### config.mk
export PLATFORM = sky130hd
export DESIGN_NAME = frfc_core
export DESIGN_NICKNAME = d
export VERILOG_FILES = /design/src/rtl/frfc_pkg.sv /design/src/rtl/frfc_core.sv
export SDC_FILE = /design/constraint.sdc
export NUM_CORES = 1
export LEC_CHECK = 0
export ABC_AREA = 1
export BUFFER_PORTS_ARGS = -buffer_cell sky130_fd_sc_hd__buf_4
export CORE_MARGIN = 5
export CORE_UTILIZATION = 50
export DETAILED_ROUTE_END_ITERATION = 6
export GPL_TIMING_DRIVEN = 1
export PLACE_DENSITY = 0.71
export SLEW_MARGIN = 0
export SYNTH_ARGS = -nofsm -noshare
export SYNTH_HDL_FRONTEND = slang
export SYNTH_SLANG_ARGS = --single-unit
### constraint.sdc
create_clock -name clk -period 4.2 [get_ports clk]
set_clock_uncertainty 0.05 [all_clocks]
set_input_delay 0.63 -clock clk [delete_from_list [all_inputs] [get_ports clk]]
set_output_delay 0.63 -clock clk [all_outputs]
set_load 0.02 [all_outputs]
### src/rtl/frfc_pkg.sv
// Shared types, character codes and register indexes for the fiscal response
// frame checker. No dependencies; every other file of the block imports this one.
`default_nettype none

package frfc_pkg;

	// Width of the running byte sum kept inside the checker.
	localparam int SUM_BITS = 24;

	// Configuration write channel widths.
	localparam int CFG_IDX_BITS = 8;
	localparam int CFG_DATA_BITS = 16;

	// Register indexes on the configuration channel.
	localparam logic [CFG_IDX_BITS-1:0] REG_EXPECTED_CMD = CFG_IDX_BITS'(0);
	localparam logic [CFG_IDX_BITS-1:0] REG_EXPECTED_SEQ = CFG_IDX_BITS'(1);
	localparam logic [CFG_IDX_BITS-1:0] REG_MAX_WAITS = CFG_IDX_BITS'(2);
	localparam logic [CFG_IDX_BITS-1:0] REG_BUSY_CODE = CFG_IDX_BITS'(3);

	// Link control characters.
	localparam logic [7:0] CH_STX = 8'h02;
	localparam logic [7:0] CH_ETX = 8'h03;
	localparam logic [7:0] CH_FS = 8'h1C;
	localparam logic [7:0] CH_NAK = 8'h15;
	localparam logic [7:0] CH_DC1 = 8'h11;
	localparam logic [7:0] CH_DC4 = 8'h14;

	// Checksum digit count, last tracked frame position and wait saturation.
	localparam logic [2:0] HEX_DIGITS = 3'd4;
	localparam logic [2:0] POS_LIMIT = 3'd4;
	localparam logic [15:0] WAIT_SAT = 16'hFFFF;

	typedef enum logic [1:0] {
		PH_HUNT,
		PH_BODY,
		PH_SUM
	} phase_t;

	typedef enum logic [2:0] {
		ST_OK,
		ST_NO_FRAME,
		ST_CMD_MISMATCH,
		ST_NO_FS,
		ST_NO_ETX,
		ST_BAD_HEX,
		ST_SUM_MISMATCH
	} status_t;

	typedef struct packed {
		logic [7:0]  expected_cmd;
		logic [7:0]  expected_seq;
		logic [15:0] max_waits;
		logic [7:0]  busy_code;
	} cfg_t;

	localparam cfg_t CFG_RESET = '{
		expected_cmd: 8'd42,
		expected_seq: 8'd32,
		max_waits:    16'd1000,
		busy_code:    8'd128
	};

	typedef struct packed {
		phase_t              phase;
		logic [2:0]          body_pos;
		logic [SUM_BITS-1:0] running_sum;
		logic [15:0]         hex_acc;
		logic [2:0]          digit_count;
		logic                seq_seen;
		logic                cmd_ok;
		logic                fs_ok;
		logic                hex_ok;
		logic [15:0]         wait_count;
	} state_t;

	localparam state_t STATE_RESET = '{
		phase:       PH_HUNT,
		body_pos:    3'd0,
		running_sum: '0,
		hex_acc:     16'd0,
		digit_count: 3'd0,
		seq_seen:    1'b0,
		cmd_ok:      1'b0,
		fs_ok:       1'b0,
		hex_ok:      1'b1,
		wait_count:  16'd0
	};

	typedef struct packed {
		status_t     status;
		logic [23:0] computed_sum;
		logic [15:0] received_sum;
	} result_t;

endpackage

`default_nettype wire

### src/rtl/frfc_core.sv
// Frame state register and its per-item update: hunt, body collection,
// checksum digits, timeout and status reporting. Depends on frfc_pkg.
`default_nettype none

module frfc_core
	import frfc_pkg::*;
(
	input  wire logic    clk,
	input  wire logic    arst_n,
	input  wire logic    item_valid,
	input  wire logic    func,
	input  wire logic [7:0] rx_byte,
	input  wire cfg_t    cfg,
	output logic         fire,
	output result_t      res
);

	state_t     st_q;
	state_t     nx;
	logic       is_byte;
	logic [15:0] wc_inc;
	logic       expired;
	logic [4:0] digit;

	// Adds one byte to the running sum, wrapping at the sum width.
	function automatic state_t add_byte(state_t s, logic [7:0] b);
		state_t r;
		r = s;
		r.running_sum = s.running_sum + SUM_BITS'(b);
		return r;
	endfunction

	// Records a byte at the next frame position and checks the command and FS slots.
	function automatic state_t place(state_t s, logic [7:0] b, logic [7:0] cmd);
		state_t r;
		r = s;
		if (s.body_pos == 3'd2 && b == cmd) r.cmd_ok = 1'b1;
		if (s.body_pos == 3'd3 && b == CH_FS) r.fs_ok = 1'b1;
		if (s.body_pos < POS_LIMIT) r.body_pos = s.body_pos + 3'd1;
		return r;
	endfunction

	// Decodes an ASCII hex digit; bit 4 flags a character that is no digit.
	function automatic logic [4:0] hex_digit(logic [7:0] b);
		logic [4:0] r;
		r = {1'b1, 4'd0};
		if (b >= 8'h30 && b <= 8'h39) r = {1'b0, 4'(b - 8'h30)};
		else if (b >= 8'h41 && b <= 8'h46) r = {1'b0, 4'(b - 8'h37)};
		else if (b >= 8'h61 && b <= 8'h66) r = {1'b0, 4'(b - 8'h57)};
		return r;
	endfunction

	// Builds the status for a finished or timed-out frame.
	function automatic result_t frame_report(state_t s, logic etx_ok);
		result_t r;
		if (!s.cmd_ok) r.status = ST_CMD_MISMATCH;
		else if (!s.fs_ok) r.status = ST_NO_FS;
		else if (!etx_ok) r.status = ST_NO_ETX;
		else if (!s.hex_ok) r.status = ST_BAD_HEX;
		else if (SUM_BITS'(s.hex_acc) != s.running_sum) r.status = ST_SUM_MISMATCH;
		else r.status = ST_OK;
		r.computed_sum = 24'(s.running_sum);
		r.received_sum = s.hex_acc;
		return r;
	endfunction

	assign is_byte = !func;
	assign wc_inc = (st_q.wait_count != WAIT_SAT) ? st_q.wait_count + 16'd1 : st_q.wait_count;
	assign expired = wc_inc >= cfg.max_waits;
	assign digit = hex_digit(rx_byte);

	// Next state and result for the item at hand.
	always_comb begin
		nx = st_q;
		fire = 1'b0;
		res.status = ST_OK;
		res.computed_sum = '0;
		res.received_sum = '0;
		case (st_q.phase)
			PH_BODY: begin
				if (is_byte && rx_byte == CH_ETX) begin
					// ETX ends the body even before the sequence byte.
					nx = place(add_byte(st_q, rx_byte), rx_byte, cfg.expected_cmd);
					nx.phase = PH_SUM;
					nx.digit_count = 3'd0;
				end else begin
					// Bytes ahead of the sequence byte are dropped.
					if (is_byte && (st_q.seq_seen || rx_byte == cfg.expected_seq)) begin
						nx = place(add_byte(st_q, rx_byte), rx_byte, cfg.expected_cmd);
						nx.seq_seen = 1'b1;
					end
					nx.wait_count = wc_inc;
					if (expired) begin
						fire = 1'b1;
						res = frame_report(nx, 1'b0);
					end
				end
			end
			PH_SUM: begin
				if (is_byte) begin
					if (digit[4]) nx.hex_ok = 1'b0;
					nx.hex_acc = {st_q.hex_acc[11:0], digit[3:0]};
					nx = place(nx, rx_byte, cfg.expected_cmd);
					nx.digit_count = st_q.digit_count + 3'd1;
				end
				if (is_byte && nx.digit_count >= HEX_DIGITS) begin
					fire = 1'b1;
					res = frame_report(nx, 1'b1);
				end else begin
					nx.wait_count = wc_inc;
					if (expired) begin
						fire = 1'b1;
						res = frame_report(nx, 1'b0);
					end
				end
			end
			default: begin
				// Hunting for STX; any unused phase code behaves the same.
				nx.phase = PH_HUNT;
				if (is_byte && ((rx_byte >= CH_DC1 && rx_byte <= CH_DC4) ||
						rx_byte == CH_NAK || rx_byte == cfg.busy_code)) begin
					nx = st_q;
					nx.phase = PH_HUNT;
				end else if (is_byte && rx_byte == CH_STX) begin
					nx.phase = PH_BODY;
					nx.running_sum = SUM_BITS'(CH_STX);
					nx.body_pos = 3'd1;
					nx.seq_seen = 1'b0;
					nx.cmd_ok = 1'b0;
					nx.fs_ok = 1'b0;
					nx.hex_ok = 1'b1;
					nx.hex_acc = 16'd0;
					nx.digit_count = 3'd0;
					nx.wait_count = wc_inc;
					if (expired) begin
						fire = 1'b1;
						res = frame_report(nx, 1'b0);
					end
				end else begin
					nx.wait_count = wc_inc;
					if (expired) begin
						fire = 1'b1;
						res.status = ST_NO_FRAME;
					end
				end
			end
		endcase
		// Every report starts the next attempt from scratch.
		if (fire) nx = STATE_RESET;
	end

	// Frame state register, updated once per item.
	always_ff @(posedge clk or negedge arst_n) begin
		if (!arst_n) begin
			st_q <= STATE_RESET;
		end else if (item_valid) begin
			st_q <= nx;
		end
	end

endmodule

`default_nettype wire

==> out/qor.txt, run 1 <==
Clock-pin slew on the worst setup and hold paths: 0.06 ns
Synthesized net count: 1,339
Clock insertion delay at the later pin of the skew report: 0.35 ns
Final setup margin: -0.0368 ns
Fin nets: 1,432
DRC: 0
Synth Flop Type: dfrtp_1
Initial Util: 51.1%
HP Class: in -> async
Synth cell types: 54
Proportion of layout cells with a drive suffix above 1: 17.9%
H-tree levels: 3
I/O Buffers: 95
Critical path endpoint category: primary output
Placeable Area: 14,600 um2
Maximum number of pins on one net before global-route repair: 69
Die width: 132 um
Status: complete, but fails checks
Fillers: 1,364
# rows: 44
Reg2reg path depth: 21
Total Routing Usage GR: 27.8%
Max Freq: 236 MHz
Leakage: 4.50 nW
Initial antenna violation count: 0
Placed Cells: 1,490
Routed wire length per instance: 16.8 um
WS Path Type: reg -> out
Violations in the final reports: setup timing
CTS root buffer: clkbuf_16
Hold WS: 0.369 ns
Final period utilization: 101%
Grt ovf: 0
Synthesized netlist cell count: 1,252
Setup_tns: -0.248 ns
Met3 Usage GRT: 4.81%
Top Registers: st_q: 68 flops
Synthesized flop and latch total: 68
Required @ worst endpoint: 3.52 ns
Flop2flop setup slack: 0.15 ns
R2R Path End: st_q[22]
Hpwl dp: 17.6 mm
Ports: 96
Post-route insts no fill: 1,534
Post-DRT Antenna Nets: 0
Mapped Area: 7450 um2
Routed WL: 25.8 mm
Die Footprint: 17,400 um2
Maximum capacitance violations: 0
Largest Register: st_q
Number of buffers inserted by hold repair at cts: 0
Gr busiest metal: met2
Sequential area share after synthesis: 22.8%
R2R Path Start: st_q[1]
Placer congestion estimate: 0.944
Number of global-route vias before repair: 7,955
Final Hold Fails: 0
DP Worst Slack: 0.0650 ns
Layout-stage area growth over the synthesis result: 23.3%
Post-synth EDFFs: 0
Vias per std cell: 5.69
Met2 usage: 42.8%
TritonCTS clock tree: built
Die boundary height: 132 um
Max clock buf depth: 2
Worst-Margin Slew: 0.943 ns
DR iter-0 viols: 991
RSZ-0062 raised after global routing: true
TritonCTS Buffers: 9
Number of flip-flops under the largest register name: 68
Synth Area per Inst: 5.95 um2
DR vias: 8,722
Clk sinks: 68
Drt first pass iters: 5
Antenna diodes: 0
Max-slew violations: 0
FFs w/ async S/R, synth: 100%
Final setup vio count: 17
Critical path arrival: 3.56 ns
Slew margin rel.: 37.1%
Minimum clock period: 4.24 ns
Worst IR Drop VDD: 0.000190 V
P per Cell Area: 207 nW/um2
CP Launch Type: register
Final core area utilization: 63.0%
YS warnings: 0
First-pass GRT wire length: 40.2 mm
Met1 Usage GRT: 38.9%
Worst-path maximum fanout: 4
critical path, cell delays in order, from the launching register on:
cell       delay (ns)
dfrtp_1          0.41
ha_4             0.17
nand4_1          0.13
nor4_4           0.19
nand4_1          0.24
a211oi_2         0.31
a21oi_2          0.07
ha_1             0.29
nand2_1          0.06
inv_2            0.08
nand3_4          0.07
nor2_4           0.14
nand3_4          0.10
nand3_4          0.11
nand2_4          0.09
buf_4            0.17
a2bb2oi_1        0.14
nor2_1           0.22
buf_4            0.20
area by class of cell:
class	count	area, um2	area share [%]
Multi-Input combinational cell	998	5250	57.1
Sequential cell	68	1700	18.5
Timing Repair Buffer	139	1220	13.3
Inverter	129	507	5.51
Clock buffer	11	233	2.53
Tap cell	184	230	2.50
Clock inverter	5	52.6	0.572
stage by stage:
stage | total power [mW] | cell area, um2
finish | 1.91 | 9190
global route | 2.00 | 9190
CTS | 1.86 | 8730
detailed placement | 1.08 | 8260
global placement | 1.07 | 8260
floorplan | 0.957 | 7450
cells by family after synthesis:
family,share of synthesized area [%]
buffers and inverters,10.5
AOI/OAI and AO/OA,13.0
DFF,22.8
xor gates and xnor gates,5.04
adders and majority gates,5.98
and+or+nand+nor,42.6
worst max path at each step:
stage / start / endpoint / slack, ns / depth (start not counted)
CTS: st_q[0] / res[21] / 0.007 / 19
global route: st_q[1] / res[41] / -0.20 / 24
global placement: st_q[1] / res[16] / 0.16 / 19
finish: st_q[1] / res[29] / -0.04 / 18
floorplan: st_q[1] / res[31] / 0.34 / 19
detailed placement: st_q[1] / res[16] / 0.06 / 19
power by group:
part,total (mW),internal [mW],switching (mW)
Sequential,0.718,0.680,0.0375
Clock,0.778,0.458,0.320
Combinational,0.410,0.170,0.240
routing by layer:
layer,share of wire (%),vias up
met5,0,-
met4,3.0,0
met3,9.9,60
met2,44,494
met1,43,3919
li1,-,4249
cells in the final DEF (no fill, tap or decap), drive strengths merged, types with 11 or more instances in the layout:
| cell | count |
|---|---|
| nand2 | 460 |
| nand3 | 135 |
| buf | 135 |
| inv | 126 |
| nor2 | 100 |
| o21ai | 84 |
| dfrtp | 67 |
| a21oi | 66 |
| ha | 34 |
| xor2 | 23 |
| nand4 | 20 |
| xnor2 | 19 |
| clkbuf | 15 |
| or2 | 11 |
Yosys cell counts, drive strengths merged (8+ instances only):
cell | number | area (um2)
or2 | 11 | 68.8
buf | 35 | 216
dfrtp | 67 | 1680
nand3 | 135 | 698
inv | 127 | 477
nand2 | 460 | 1770
xor2 | 23 | 201
a21oi | 66 | 345
xnor2 | 19 | 174
nand4 | 20 | 131
o21ai | 84 | 420
clkbuf | 22 | 83.8
nor2 | 100 | 408
ha | 34 | 425
nor3 | 8 | 40.0
timing repair:
item,4_1_cts,5_1_grt
buffers inserted,13,9
gates cloned,1,5
resized for setup,16,60
hold endpoints to repair,0,0
endpoints found under the setup margin,44,97
pin swaps,7,19
Note: power is estimated with default switching activity, not from simulation.
==> run 2: changes to the inputs <==
- BUFFER_PORTS_ARGS: -buffer_cell sky130_fd_sc_hd__buf_4 -> not set
- CAP_MARGIN: not set -> 10
- DONT_BUFFER_PORTS: not set -> 1
- PLACE_DENSITY: 0.71 -> not set
==> out/qor.txt, run 2 (same netlist as run 1, synthesis figures left out) <==
Status: completed (was complete, but fails checks)
Drt first pass iters: 6 (was 5)
Final setup vio count: 0 (was 17)
Critical path endpoint category: primary output (unchanged)
Ports: 96 (unchanged)
Worst path slowest cell: or4_4 (was dfrtp_1)
Worst-path maximum fanout: 11 (was 4)
Vias per std cell: 5.61 (was 5.69)
Clk sinks: 68 (unchanged)
Placer congestion estimate: 0.981 (was 0.944)
Max Freq: 245 MHz (was 236 MHz)
I/O Buffers: 0 (was 95)
Largest Register: st_q (unchanged)
Die boundary height: 132 um (unchanged)
Area of the multi-input gates: 5260 um2 (was 5250 um2)
Worst IR Drop VDD: 0.000215 V (was 0.000190 V)
P per Cell Area: 205 nW/um2 (was 207 nW/um2)
RSZ-0062 raised after global routing: true (unchanged)
Most common cell after layout, fill and taps aside: nand2_1 (unchanged)
Grt ovf: 0 (unchanged)
# rows: 44 (unchanged)
Maximum capacitance violations: 0 (unchanged)
Placed Cells: 1,443 (was 1,490)
Minimum clock period: 4.09 ns (was 4.24 ns)
Fin nets: 1,371 (was 1,432)
HP Class: in -> async (unchanged)
Required @ worst endpoint: 3.52 ns (about the same)
Flop2flop setup slack: 0.33 ns (was 0.15 ns)
Hpwl dp: 17.6 mm (about the same)
Antenna diodes: 0 (unchanged)
Routed wire length per instance: 16.8 um (about the same)
Most frequent cells in the layout: nand2_1 (442), nand3_1 (123), inv_1 (116) (was nand2_1 (442), nand3_1 (128), buf_4 (124))
Clock insertion delay at the later pin of the skew report: 0.34 ns (was 0.35 ns)
Max clock buf depth: 2 (unchanged)
Number of global-route vias before repair: 7,418 (was 7,955)
Fillers: 1,449 (was 1,364)
Final period utilization: 97.4% (was 101%)
H-tree levels: 3 (unchanged)
TritonCTS clock tree: built (unchanged)
WS Path Type: reg -> out (unchanged)
Max stage delay on crit path: 0.49 ns (was 0.41 ns)
Sequential Area: 1710 um2 (was 1700 um2)
Worst-path cell chain: nand2_1 > or4_4 > nor2_4 > inv_4 > nor2_1 > nor2_1 > ha_1 > inv_1 > o21bai_1 > nand2_1 > nand2_1 > nand2_1 > nand2_1 > nand2_2 > nand3_4 > nand2_4 > buf_6 > or2_0 > a21oi_2 > buf_4 (was ha_4 > nand4_1 > nor4_4 > nand4_1 > a211oi_2 > a21oi_2 > ha_1 > nand2_1 > inv_2 > nand3_4 > nor2_4 > nand3_4 > nand3_4 > nand2_4 > buf_4 > a2bb2oi_1 > nor2_1 > buf_4)
Initial Util: 51.1% (unchanged)
Slew margin rel.: 49.2% (was 37.1%)
R2R Path End: st_q[58] (was st_q[22])
Maximum number of pins on one net before global-route repair: 68 (was 69)
Initial antenna violation count: 0 (unchanged)
DR iter-0 viols: 890 (was 991)
CP Launch Type: register (unchanged)
Die width: 132 um (unchanged)
Crit-path most repeated cell: nand2_1 (was nand3_4)
Leakage: 4.16 nW (was 4.50 nW)
DRC: 0 (unchanged)
DR vias: 8,268 (was 8,722)
Proportion of layout cells with a drive suffix above 1: 14.9% (was 17.9%)
Top Registers: st_q: 68 flops (unchanged)
First-pass GRT wire length: 39.6 mm (was 40.2 mm)
Reg2reg path depth: 23 (was 21)
Final Hold Fails: 0 (unchanged)
Setup_tns: 0 ns (was -0.248 ns)
Placeable Area: 14,600 um2 (unchanged)
Total Routing Usage GR: 27.6% (was 27.8%)
Worst-Margin Slew: 0.761 ns (was 0.943 ns)
Die Footprint: 17,400 um2 (unchanged)
CTS root buffer: clkbuf_16 (unchanged)
DP Worst Slack: 0.146 ns (was 0.0650 ns)
Layout-stage area growth over the synthesis result: 16.5% (was 23.3%)
Clock-pin slew on the worst setup and hold paths: 0.06 ns (about the same)
Final setup margin: 0.111 ns (was -0.0368 ns)
Post-route insts no fill: 1,473 (was 1,534)
Number of flip-flops under the largest register name: 68 (unchanged)
Routed WL: 24.8 mm (was 25.8 mm)
Post-DRT Antenna Nets: 0 (unchanged)
Max-slew violations: 0 (unchanged)
TritonCTS Buffers: 9 (unchanged)
Worst setup path start: st_q[13] (was st_q[1])
R2R Path Start: st_q[13] (was st_q[1])
Hold WS: 0.0749 ns (was 0.369 ns)
Critical path arrival: 3.41 ns (was 3.56 ns)
## run 2: cell types whose count changed in the layout (fill, tap and decap cells not counted), moves of 4 or more
cell | before | now
dfrtp_2 | 0 | 4
nand3_1 | 128 | 123
nand3_2 | 1 | 9
buf_4 | 124 | 63
dfrtp_1 | 67 | 63
## run 2: metrics by stage
| stage | utilization [%] | power [mW] | instance area (um2) |
|---|---|---|---|
| 6_report | 59.5 | 1.78 | 8680 |
| 5_1_grt | 59.5 | 1.88 | 8680 |
| 4_1_cts | 57.0 | 1.77 | 8310 |
| 3_5_place_dp | 54.1 | 1.01 | 7890 |
| 3_3_place_gp | 54.1 | 1.01 | 7890 |
| 2_1_floorplan | - | 0.957 | 7450 |
## run 2: worst max path at each step
| stage | to | cells past startpoint |
|---|---|---|
| after floorplan | res[31] | 19 |
| after global placement | res[27] | 19 |
| after detailed placement | res[27] | 19 |
| after CTS | res[34] | 19 |
| after global routing | res[42] | 20 |
| final | res[42] | 20 |
## run 2: repair_timing
item                                   CTS  global route
buffers inserted                         3             6
endpoints found under the hold margin   67             0
hold buffers                             1             0
resized for setup                       15            68
pin swaps                                6            16
cloned                                   2             2
setup endpoints to repair               44            81
## run 2: final cells by class
class                      instances  share of cell area [%]
multi-input combinational        998                    60.5
sequential                        68                    19.7
timing repair buffer              77                    8.20
inverter                         129                    5.75
clock buffer                      12                    2.84
tap                              184                    2.65
clock inverter                     4                   0.288
timing repair inverter             1                  0.0432
## run 2: report_power, final
part | internal, mW | switching (mW) | total (mW) | leakage [nW]
sequential | 0.681 | 0.0294 | 0.711 | 0.915
clock | 0.415 | 0.324 | 0.739 | 0.129
combinational | 0.131 | 0.202 | 0.333 | 3.12
## run 2: layer usage
layer	global-route usage [%]	routed length, um	up-vias
met2	41.6	10800	362
met5	0	0	-
met4	7.14	522	0
li1	-	-	4125
met3	3.28	1920	52
met1	41.6	11600	3729
## run 2: critical path: cells and delay by family, from the launching register on
family / cells / cell delay (ns)
AOI/OAI and AO/OA: 2 / 0.29
adders and majority gates: 1 / 0.29
buffers and inverters: 4 / 0.44
DFF: 1 / 0.42
and+or+nand+nor: 13 / 1.63
==> run 3: changes to the inputs <==
- PLACE_DENSITY: not set -> 0.73
==> out/qor.txt, run 3 (same netlist as run 1, synthesis figures left out) <==
Maximum number of pins on one net before global-route repair: 68 (unchanged)
TritonCTS clock tree: built (unchanged)
Setup_tns: 0 ns (unchanged)
WS Path Type: reg -> out (unchanged)
Worst-Margin Slew: 0.822 ns (was 0.761 ns)
Max-slew violations: 0 (unchanged)
Clk sinks: 68 (unchanged)
R2R Path Start: st_q[1] (was st_q[13])
Worst IR Drop VDD: 0.000210 V (was 0.000215 V)
Required @ worst endpoint: 3.52 ns (about the same)
Flop2flop setup slack: 0.30 ns (was 0.33 ns)
First-pass GRT wire length: 38.7 mm (was 39.6 mm)
HP Class: in -> async (unchanged)
I/O Buffers: 0 (unchanged)
Status: completed (unchanged)
Post-DRT Antenna Nets: 0 (unchanged)
Grt ovf: 0 (unchanged)
Hpwl dp: 17.0 mm (was 17.6 mm)
Post-route insts no fill: 1,475 (was 1,473)
CP Launch Type: register (unchanged)
DR iter-0 viols: 1,124 (was 890)
Clock insertion delay at the later pin of the skew report: 0.35 ns (was 0.34 ns)
CP delay by family, top: simple AND/OR/NAND/NOR gates (unchanged)
Critical Path Stages: 20 (unchanged)
Worst-path maximum fanout: 4 (was 11)
Placed Cells: 1,437 (was 1,443)
Worst path bufs/invs: 2 (was 4)
Worst path slowest cell: dfrtp_1 (was or4_4)
Fin nets: 1,373 (was 1,371)
Routed WL: 25.0 mm (was 24.8 mm)
Leakage: 4.25 nW (was 4.16 nW)
Critical path arrival: 3.51 ns (was 3.41 ns)
Most frequent cells in the layout: nand2_1 (436), nand3_1 (123), inv_1 (116) (was nand2_1 (442), nand3_1 (123), inv_1 (116))
Largest Register: st_q (unchanged)
# rows: 44 (unchanged)
Critical path endpoint category: primary output (unchanged)
Number of flip-flops under the largest register name: 68 (unchanged)
Crit-path most repeated cell: nand2_1 (unchanged)
Final period utilization: 99.8% (was 97.4%)
P per Cell Area: 218 nW/um2 (was 205 nW/um2)
CTS root buffer: clkbuf_16 (unchanged)
CP Capture Point: res[41] (was res[42])
Antenna diodes: 0 (unchanged)
Top Registers: st_q: 68 flops (unchanged)
Proportion of layout cells with a drive suffix above 1: 16.2% (was 14.9%)
Reg2reg path depth: 21 (was 23)
Slew margin rel.: 45.2% (was 49.2%)
Max Freq: 239 MHz (was 245 MHz)
Initial antenna violation count: 0 (unchanged)
Die width: 132 um (unchanged)
DRC: 0 (unchanged)
Maximum capacitance violations: 0 (unchanged)
Initial Util: 51.1% (unchanged)
Die Footprint: 17,400 um2 (unchanged)
H-tree levels: 3 (unchanged)
Layout-stage area growth over the synthesis result: 19.4% (was 16.5%)
Final Hold Fails: 0 (unchanged)
Minimum clock period: 4.19 ns (was 4.09 ns)
Number of global-route vias before repair: 7,581 (was 7,418)
TritonCTS Buffers: 9 (unchanged)
Total Routing Usage GR: 26.6% (was 27.6%)
Drt first pass iters: 6 (unchanged)
Placeable Area: 14,600 um2 (unchanged)
DR vias: 8,633 (was 8,268)
Die boundary height: 132 um (unchanged)
Vias per std cell: 5.85 (was 5.61)
Max stage delay on crit path: 0.37 ns (was 0.49 ns)
Clock-pin slew on the worst setup and hold paths: 0.06 ns (about the same)
Placer congestion estimate: 0.955 (was 0.981)
Ports: 96 (unchanged)
Max clock buf depth: 2 (unchanged)
Routed wire length per instance: 16.9 um (was 16.8 um)
Worst setup path start: st_q[1] (was st_q[13])
RSZ-0062 raised after global routing: true (unchanged)
Worst-path cell chain: ha_2 > nand4_1 > nor4_4 > nand4_1 > a211oi_2 > a21oi_2 > ha_1 > nand2_1 > inv_2 > nand3_4 > nor2_4 > nand3_4 > nand4_4 > nand2_4 > buf_4 > a31oi_1 > nand2_1 > nand2_1 > nand2_1 > nand2_2 (was nand2_1 > or4_4 > nor2_4 > inv_4 > nor2_1 > nor2_1 > ha_1 > inv_1 > o21bai_1 > nand2_1 > nand2_1 > nand2_1 > nand2_1 > nand2_2 > nand3_4 > nand2_4 > buf_6 > or2_0 > a21oi_2 > buf_4)
R2R Path End: st_q[40] (was st_q[58])
Most common cell after layout, fill and taps aside: nand2_1 (unchanged)
Final setup vio count: 0 (unchanged)
-- run 3: cell types whose count changed in the layout (fill, tap and decap cells not counted), moves of 4 or more --
cell	delta
a21oi_1	-9
a21oi_2	+9
buf_4	-12
buf_6	+13
nand2_1	-6
nand2_2	+5
nand3_2	-4
nand3_4	+4
-- run 3: cell type report --
type                            instances  area (um2)
Inverter                              129         502
Clock inverter                          3        68.8
Timing Repair inverter                  1        6.26
Multi-Input combinational cell        998        5320
Fill cell                            1313        5690
Clock buffer                           13         260
Timing Repair Buffer                   79         798
Tap cell                              184         230
Sequential cell                        68        1710
-- run 3: power breakdown --
part | internal [mW] | switching, mW
logic | 0.138 | 0.210
registers | 0.683 | 0.0347
clock network | 0.555 | 0.319
-- run 3: per-layer routing --
layer,track usage [%],vias up,wire length (um)
met1,37.7,3905,10500
li1,-,4113,-
met2,39.6,524,10800
met5,0,-,0
met3,6.34,91,2840
met4,8.97,0,913
-- run 3: metrics by stage --
| stage | cell area [um2] | utilization (%) | setup WS (ns) | hold WS, ns | power [mW] |
|---|---|---|---|---|---|
| floorplan | 7450 | - | 0.342 | 0.284 | 0.957 |
| global placement | 7850 | 53.8 | 0.251 | 0.286 | 1.00 |
| detailed placement | 7850 | 53.8 | 0.107 | 0.287 | 1.01 |
| CTS | 8360 | 57.3 | -0.00727 | 0.0643 | 1.90 |
| global route | 8900 | 61.0 | -0.179 | 0.0606 | 2.01 |
| finish | 8900 | 61.0 | 0.00888 | 0.0681 | 1.94 |
-- run 3: repair_timing --
action	4_1_cts	5_1_grt
setup buffers	6	9
endpoints found under the setup margin	44	103
pin swaps	6	41
endpoints found under the hold margin	67	0
hold buffers	1	0
resized for setup	23	96
gates cloned	1	5
-- run 3: worst min-delay path by stage --
stage / startpoint / endpoint / depth (start not counted) / slack (ns)
after floorplan: arst_n / st_q[0] / 0 / 0.28
after global placement: arst_n / st_q[9] / 0 / 0.29
after detailed placement: arst_n / st_q[8] / 0 / 0.29
after CTS: arst_n / st_q[16] / 0 / 0.06
after global routing: arst_n / st_q[16] / 0 / 0.06
final: arst_n / st_q[16] / 0 / 0.07
-- run 3: worst reg2reg max path, delay by kind of cell (launching register included) --
family | cells | cell delay (ns)
buf+inv | 2 | 0.23
fa+ha+maj | 2 | 0.48
flops | 1 | 0.37
compound gates | 4 | 0.74
simple gates | 13 | 1.89
